`src/rtl/sample_playback_voice_defines.svh`:
```
// Assertion macros for the sample playback voice.
// Included by the modules that carry concurrent checks; expects i_clk and i_rst_n in scope.
`ifndef SAMPLE_PLAYBACK_VOICE_DEFINES_SVH
`define SAMPLE_PLAYBACK_VOICE_DEFINES_SVH
`ifndef SYNTHESIS
// General property check, disabled while reset is asserted.
`define SPV_ASSERT(lbl, prop, msg) \
    lbl: assert property (@(posedge i_clk) disable iff (!i_rst_n) prop) else $error(msg);
// Same-cycle implication check, disabled while reset is asserted.
`define SPV_ASSERT_IMPL(lbl, pre, post, msg) \
    lbl: assert property (@(posedge i_clk) disable iff (!i_rst_n) (pre) |-> (post)) else $error(msg);
`else
`define SPV_ASSERT(lbl, prop, msg)
`define SPV_ASSERT_IMPL(lbl, pre, post, msg)
`endif
`endif

```
`src/rtl/spv_pkg.sv`:
```
// Shared types, widths, codes and helper functions for the sample playback voice.
// No dependencies; imported by the interfaces, the lane, the top level and the testbench.
package spv_pkg;

    // Default parameter values. The sample memory depth must be a power of two.
    localparam int SAMPLE_DEPTH_DEF = 65536;
    localparam int SAMPLE_BITS_DEF  = 16;

    // Field widths of the transaction payloads.
    localparam int MODE_W   = 3;
    localparam int ADDR_W   = 16;
    localparam int SAMPLE_W = 16;
    localparam int PHASE_W  = 32;
    localparam int FRAC_W   = 16;
    localparam int GAIN_W   = 16;
    localparam int ENV_W    = 24;
    localparam int MIX_W    = 24;

    // Configuration port.
    localparam int CFG_IDX_W  = 2;
    localparam int CFG_DATA_W = 16;

    typedef logic [CFG_IDX_W-1:0] t_cfg_idx;
    localparam t_cfg_idx CFG_SRC_STEREO = 2'd0;
    localparam t_cfg_idx CFG_OUT_STEREO = 2'd1;
    localparam t_cfg_idx CFG_LENGTH     = 2'd2;

    // Operation codes carried in the mode field.
    typedef logic [MODE_W-1:0] t_mode;
    localparam t_mode MODE_LOAD     = 3'd0;
    localparam t_mode MODE_START    = 3'd1;
    localparam t_mode MODE_RELEASE  = 3'd2;
    localparam t_mode MODE_STOP     = 3'd3;
    localparam t_mode MODE_TICK     = 3'd4;

    // Tick sequencer states; the lanes follow the same codes.
    typedef logic [2:0] t_step;
    localparam t_step ST_IDLE = 3'd0;  // waiting for a transaction
    localparam t_step ST_A    = 3'd1;  // first frame arrives, second frame read issued
    localparam t_step ST_B    = 3'd2;  // second frame arrives, interpolation multiply
    localparam t_step ST_G    = 3'd3;  // velocity gain multiply
    localparam t_step ST_E    = 3'd4;  // envelope multiply
    localparam t_step ST_M    = 3'd5;  // mix, saturate, update voice state

    // Fixed-point scaling: gain is Q1.15, envelope is Q1.23.
    localparam int GAIN_SHIFT = 15;
    localparam int ENV_SHIFT  = ENV_W - 1;
    localparam logic [ENV_W-1:0] UNITY23 = 24'h800000;

    localparam logic signed [MIX_W-1:0] MIX_MAX = 24'sh7FFFFF;
    localparam logic signed [MIX_W-1:0] MIX_MIN = -24'sh800000;

    // Operands handed from the sequencer to each interpolation lane.
    typedef struct packed {
        t_step             step;
        logic [FRAC_W-1:0] frac;
        logic [GAIN_W-1:0] gain;
        logic [ENV_W-1:0]  level;
    } t_lane_ctrl;

    // Signed width of an intermediate sample value, with headroom for the gain.
    function automatic int value_width(input int sample_bits);
        return 44 - sample_bits;
    endfunction

endpackage

```
`src/rtl/spv_lane.sv`:
```
// One channel of the voice datapath: interpolation, gain and envelope on one multiplier.
// Depends on spv_pkg; sequenced by the top level through a t_lane_ctrl struct.
module spv_lane import spv_pkg::*; #(
    parameter int SAMPLE_BITS = SAMPLE_BITS_DEF
) (
    input  logic                                       i_clk,
    input  t_lane_ctrl                                 i_ctrl,
    input  logic signed [SAMPLE_W-1:0]                 i_sample,
    output logic signed [value_width(SAMPLE_BITS)-1:0] o_value
);

    localparam int OPA_W     = value_width(SAMPLE_BITS);
    localparam int OPB_W     = ENV_W + 1;
    localparam int PROD_W    = OPA_W + OPB_W;
    localparam int INT_SHIFT = SAMPLE_BITS - 8;

    // Rounding offsets: half of one output LSB for each scaling step.
    localparam logic signed [PROD_W-1:0] INT_HALF  = (PROD_W'(1) << INT_SHIFT) >> 1;
    localparam logic signed [PROD_W-1:0] GAIN_HALF = PROD_W'(1) << (GAIN_SHIFT - 1);
    localparam logic signed [PROD_W-1:0] ENV_HALF  = PROD_W'(1) << (ENV_SHIFT - 1);

    logic signed [SAMPLE_W-1:0] r_first;
    logic signed [PROD_W-1:0]   r_prod;

    logic signed [SAMPLE_W:0]   diff;
    logic signed [PROD_W-1:0]   interp_sum;
    logic signed [PROD_W-1:0]   int_round;
    logic signed [PROD_W-1:0]   gain_round;
    logic signed [PROD_W-1:0]   env_round;
    logic signed [OPA_W-1:0]    op_a;
    logic signed [OPB_W-1:0]    op_b;
    logic signed [PROD_W-1:0]   product;

    // Interpolation is a*2^16 + (b-a)*f; each scaled result is rounded to nearest, ties up.
    always_comb begin
        diff       = (SAMPLE_W+1)'(i_sample) - (SAMPLE_W+1)'(r_first);
        interp_sum = (PROD_W'(r_first) <<< FRAC_W) + r_prod;
        int_round  = (interp_sum + INT_HALF) >>> INT_SHIFT;
        gain_round = (r_prod + GAIN_HALF) >>> GAIN_SHIFT;
        env_round  = (r_prod + ENV_HALF) >>> ENV_SHIFT;
    end

    // Operand selection for the shared multiplier.
    always_comb begin
        case (i_ctrl.step)
            ST_B: begin
                op_a = OPA_W'(diff);
                op_b = OPB_W'(i_ctrl.frac);
            end
            ST_G: begin
                op_a = OPA_W'(int_round);
                op_b = OPB_W'(i_ctrl.gain);
            end
            default: begin
                op_a = OPA_W'(gain_round);
                op_b = OPB_W'(i_ctrl.level);
            end
        endcase
        product = op_a * op_b;
    end

    // Hold the first frame, then register each product.
    always_ff @(posedge i_clk) begin
        if (i_ctrl.step == ST_A) begin
            r_first <= i_sample;
        end
        if (i_ctrl.step == ST_B || i_ctrl.step == ST_G || i_ctrl.step == ST_E) begin
            r_prod <= product;
        end
    end

    assign o_value = OPA_W'(env_round);

endmodule

```
`config.mk`:
```
export PLATFORM = sky130hd
export DESIGN_NAME = spv_lane
export DESIGN_NICKNAME = d
export VERILOG_FILES = /design/src/rtl/sample_playback_voice_defines.svh /design/src/rtl/spv_pkg.sv /design/src/rtl/spv_lane.sv
export SDC_FILE = /design/constraint.sdc
export NUM_CORES = 2
export LEC_CHECK = 0
export BUFFER_PORTS_ARGS = -buffer_cell sky130_fd_sc_hd__buf_2
export CAP_MARGIN = 40
export CORE_ASPECT_RATIO = 1.25
export CORE_UTILIZATION = 35
export DETAILED_ROUTE_END_ITERATION = 10
export PLACE_DENSITY = 0.5
export SLEW_MARGIN = 20
export SYNTH_ARGS = -nofsm -noshare
export SYNTH_HDL_FRONTEND = slang
export SYNTH_SLANG_ARGS = --single-unit
```
`constraint.sdc`:
```
create_clock -name i_clk -period 10.5 [get_ports i_clk]
set_input_delay 1.575 -clock i_clk [delete_from_list [all_inputs] [get_ports i_clk]]
set_output_delay 1.575 -clock i_clk [all_outputs]
set_load 0.02 [all_outputs]
```
==> flow_summary.yaml <==
layout:
  drive_above_1_share_pct: 14.5
  regArea_um2: 1800
  nNetsFinal: 4529
  final_cell_mix: "inv_1 (694), fa_1 (676), nand2_1 (410)"
  layout_commonest_cell: "inv_1"
  postLayoutCoreUtil_pct: 40.8
  n_fill_cell: 8526
  area_growth_pct: 15.6
  stdcell_area_um2: 33700
  n_antenna_cell: 0
  multi_input_area_um2: 24500
yosys:
  ys_seq_elements: 60
  syn_avg_cell_area_um2: 8.86
  yosys_warnings: 0
  synthFlopType: "edfxtp_1"
  synth-edff-count: 60
  netlist_area_um2: 29200
  synth_cell_types: 81
  synth_nets: 4226
  async_flop_share_pct: 0
  synthCells: 3295
  synth_seq_area_share_pct: 6.17
critical_path:
  critPathTopFamily: "adder cells"
  crit_buf_inv: 9
  worst_setup_path_start_kind: "primary input"
  cp.required_ns: 10.64
  r2r-start: "r_first[1]"
  slowest_delay_ns: 0.59
  critPathArrivalTime_ns: 10.37
  regToRegSetupSlack_ns: 0.87
  rr_worst_depth: 34
  worstSetupEndpointType: "flip-flop"
  crit_type: "in2reg"
  worstPathMaxFanout: 16
  critPathSlowestCell: "fa_1"
  r2r_end: "r_prod[49]"
  cpMostUsedCell: "fa_1"
global_routing:
  grt_max_degree: 62
  grt.overflow.total: 0
  track_usage_pct: 24.2
  grt_pass1_vias: 25219
  grt_pass1_wl_mm: 152
  antenna_found_initial: 3
floorplanning:
  core_um2: 82700
  die_w_um: 260
  initial_core_util_pct: 35.3
  io-pin-count: 104
  num_rows: 118
  die-area_um2: 84600
  die_h_um: 325
timing:
  whs_ns: 1.25
  fin_crit_sh_pct: 97.4
  final-setup-viol-count: 0
  finalCriticalPeriod_ns: 10.23
  finalHoldViolations: 0
  max_freq_ghz: 0.0978
  slew_viol_final: 0
  worstMarginPinSlew_ns: 0.915
  relSlewSlack_pct: 39.0
  setup_ws_ns: 0.271
  fin_skew_ns: 0.00780
  rsz0062_at_grt: "false"
cts:
  clock_path_buffers: 2
  cts_buffers: 9
  clock-sinks: 60
  cts_root_buffer: "clkbuf_16"
  clk_latency_ns: 0.35
  clk_pin_slew_ns: 0.06
  cts_tree: "yes"
  htreeDepth: 3
placed_design:
  dpl.hpwl_mm: 86.0
  gp_routability_congestion: 0.944
  dp_slack_ns: -0.551
  port_buffers: 103
  postPlaceCellArea_um2: 33200
routing:
  ant_nets: 0
  drt_iter0_drc: 1350
  first_pass_iters: 6
  drc: 0
  wl_per_cell_um: 21.3
  vias: 23626
  routed_via_density: 5.05
  routed_wl_mm: 99.7
min_path:
  min_path_cells: 5
  hold_class: "reg2reg"
  min_from: "r_prod[42]"
  hold_end: "r_prod[50]"
status:
  status: "finished, final reports clean"
run:
  maxCapViolations: 0
## cells in the mapped netlist (all sizes together) (3+ instances only)
cell type,number,area [µm²]
o211a,3,30.0
o31ai,5,42.5
a2111oi,4,53.8
clkbuf,116,438
a22oi,4,30.0
fa,676,13500
nand4,25,171
and2,52,329
o211ai,3,22.5
a22o,7,61.3
nor2b,15,93.8
and3,21,133
a21oi,74,370
buf,22,106
nor3,37,201
or3,10,62.6
o21bai,10,75.1
a31o,4,35.0
nand2,412,1550
mux2i,20,200
nor3b,6,45.0
a211oi,12,95.1
o41ai,4,50.1
o21ai,70,354
or2,4,25.0
inv,694,2610
ha,179,2240
nand3,52,260
edfxtp,60,1800
nor4,7,58.8
a221o,5,52.6
xnor2,91,797
xor2,63,552
a31oi,18,134
a21o,67,503
nor2,337,1270
a21boi,8,60.1
a211o,3,26.3
nand2b,29,181
o21a,32,240
and4,9,81.3
## final cells by class
class | instances | area share, %
Clock buffer | 9 | 0.667
Clock inverter | 7 | 0.156
Inverter | 694 | 7.72
Multi-Input combinational cell | 2404 | 72.6
Sequential cell | 60 | 5.34
Tap cell | 1080 | 4.00
Timing Repair Buffer | 429 | 9.53
## worst register-to-register path: cells and delay by family, from the launching register on
kind,cells,cell delay (ns)
adder cells (fa/ha/maj),9,4.49
AO/OA/AOI/OAI,12,2.98
buffers and inverters,7,0.76
flip-flops,1,0.47
AND/OR/NAND/NOR,4,0.38
multiplexers,1,0.18
XOR/XNOR,1,0.14
## cells by family (layout without fill, tap and decap cells)
kind of cell | after synthesis | after routing | share of synthesized area (%)
AND/OR/NAND/NOR | 1020 | 1021 | 15.4
buffers and inverters | 832 | 1139 | 10.8
multiplexers | 22 | 22 | 0.763
adder cells (fa/ha/maj) | 855 | 855 | 54.0
XOR/XNOR | 154 | 154 | 4.62
AO/OA/AOI/OAI | 352 | 352 | 8.25
flip-flops | 60 | 60 | 6.17
## worst max-delay path by stage
stage | slack, ns | depth (start not counted) | end | startpoint
2_1_floorplan | 0.25 | 34 | r_prod[48] | i_sample[0]
3_3_place_gp | -0.50 | 36 | r_prod[47] | i_sample[0]
3_5_place_dp | -0.55 | 39 | r_prod[47] | i_sample[0]
4_1_cts | -0.02 | 39 | r_prod[45] | i_sample[0]
5_1_grt | 0.01 | 39 | r_prod[45] | i_sample[0]
6_report | 0.27 | 36 | r_prod[40] | i_sample[0]
## layer usage
layer / vias up / track usage [%] / part of all wire, %
met3: 179 / 1.64 / 3.5
met2: 580 / 45.7 / 54
li1: 10673 / - / -
met5: - / 0 / 0.0080
met4: 2 / 9.14 / 4.9
met1: 12192 / 28.1 / 37
## sequential cells by signal, indices dropped and copies added, names as in the netlist
| signal | cells |
|---|---|
| r_first | 16 |
| r_prod | 44 |
## per-stage QoR
step,std cells,TNS [ns]
floorplan,3295,0
global placement,4650,-5.83
detailed placement,4657,-7.57
CTS,4674,-0.0183
global route,4683,0
finish,4683,0
## repair_timing
item / CTS / global route
cloned: 0 / 1
hold endpoints to repair: 0 / 0
setup endpoints to repair: 12 / 27
gates resized for setup: 9 / 42
pin swaps: 1 / 19
setup buffers: 1 / 7
hold buffers: 0 / 0
Power is not shown: default switching activity piles up to over one toggle a cycle in this logic, so the estimate is an artifact.
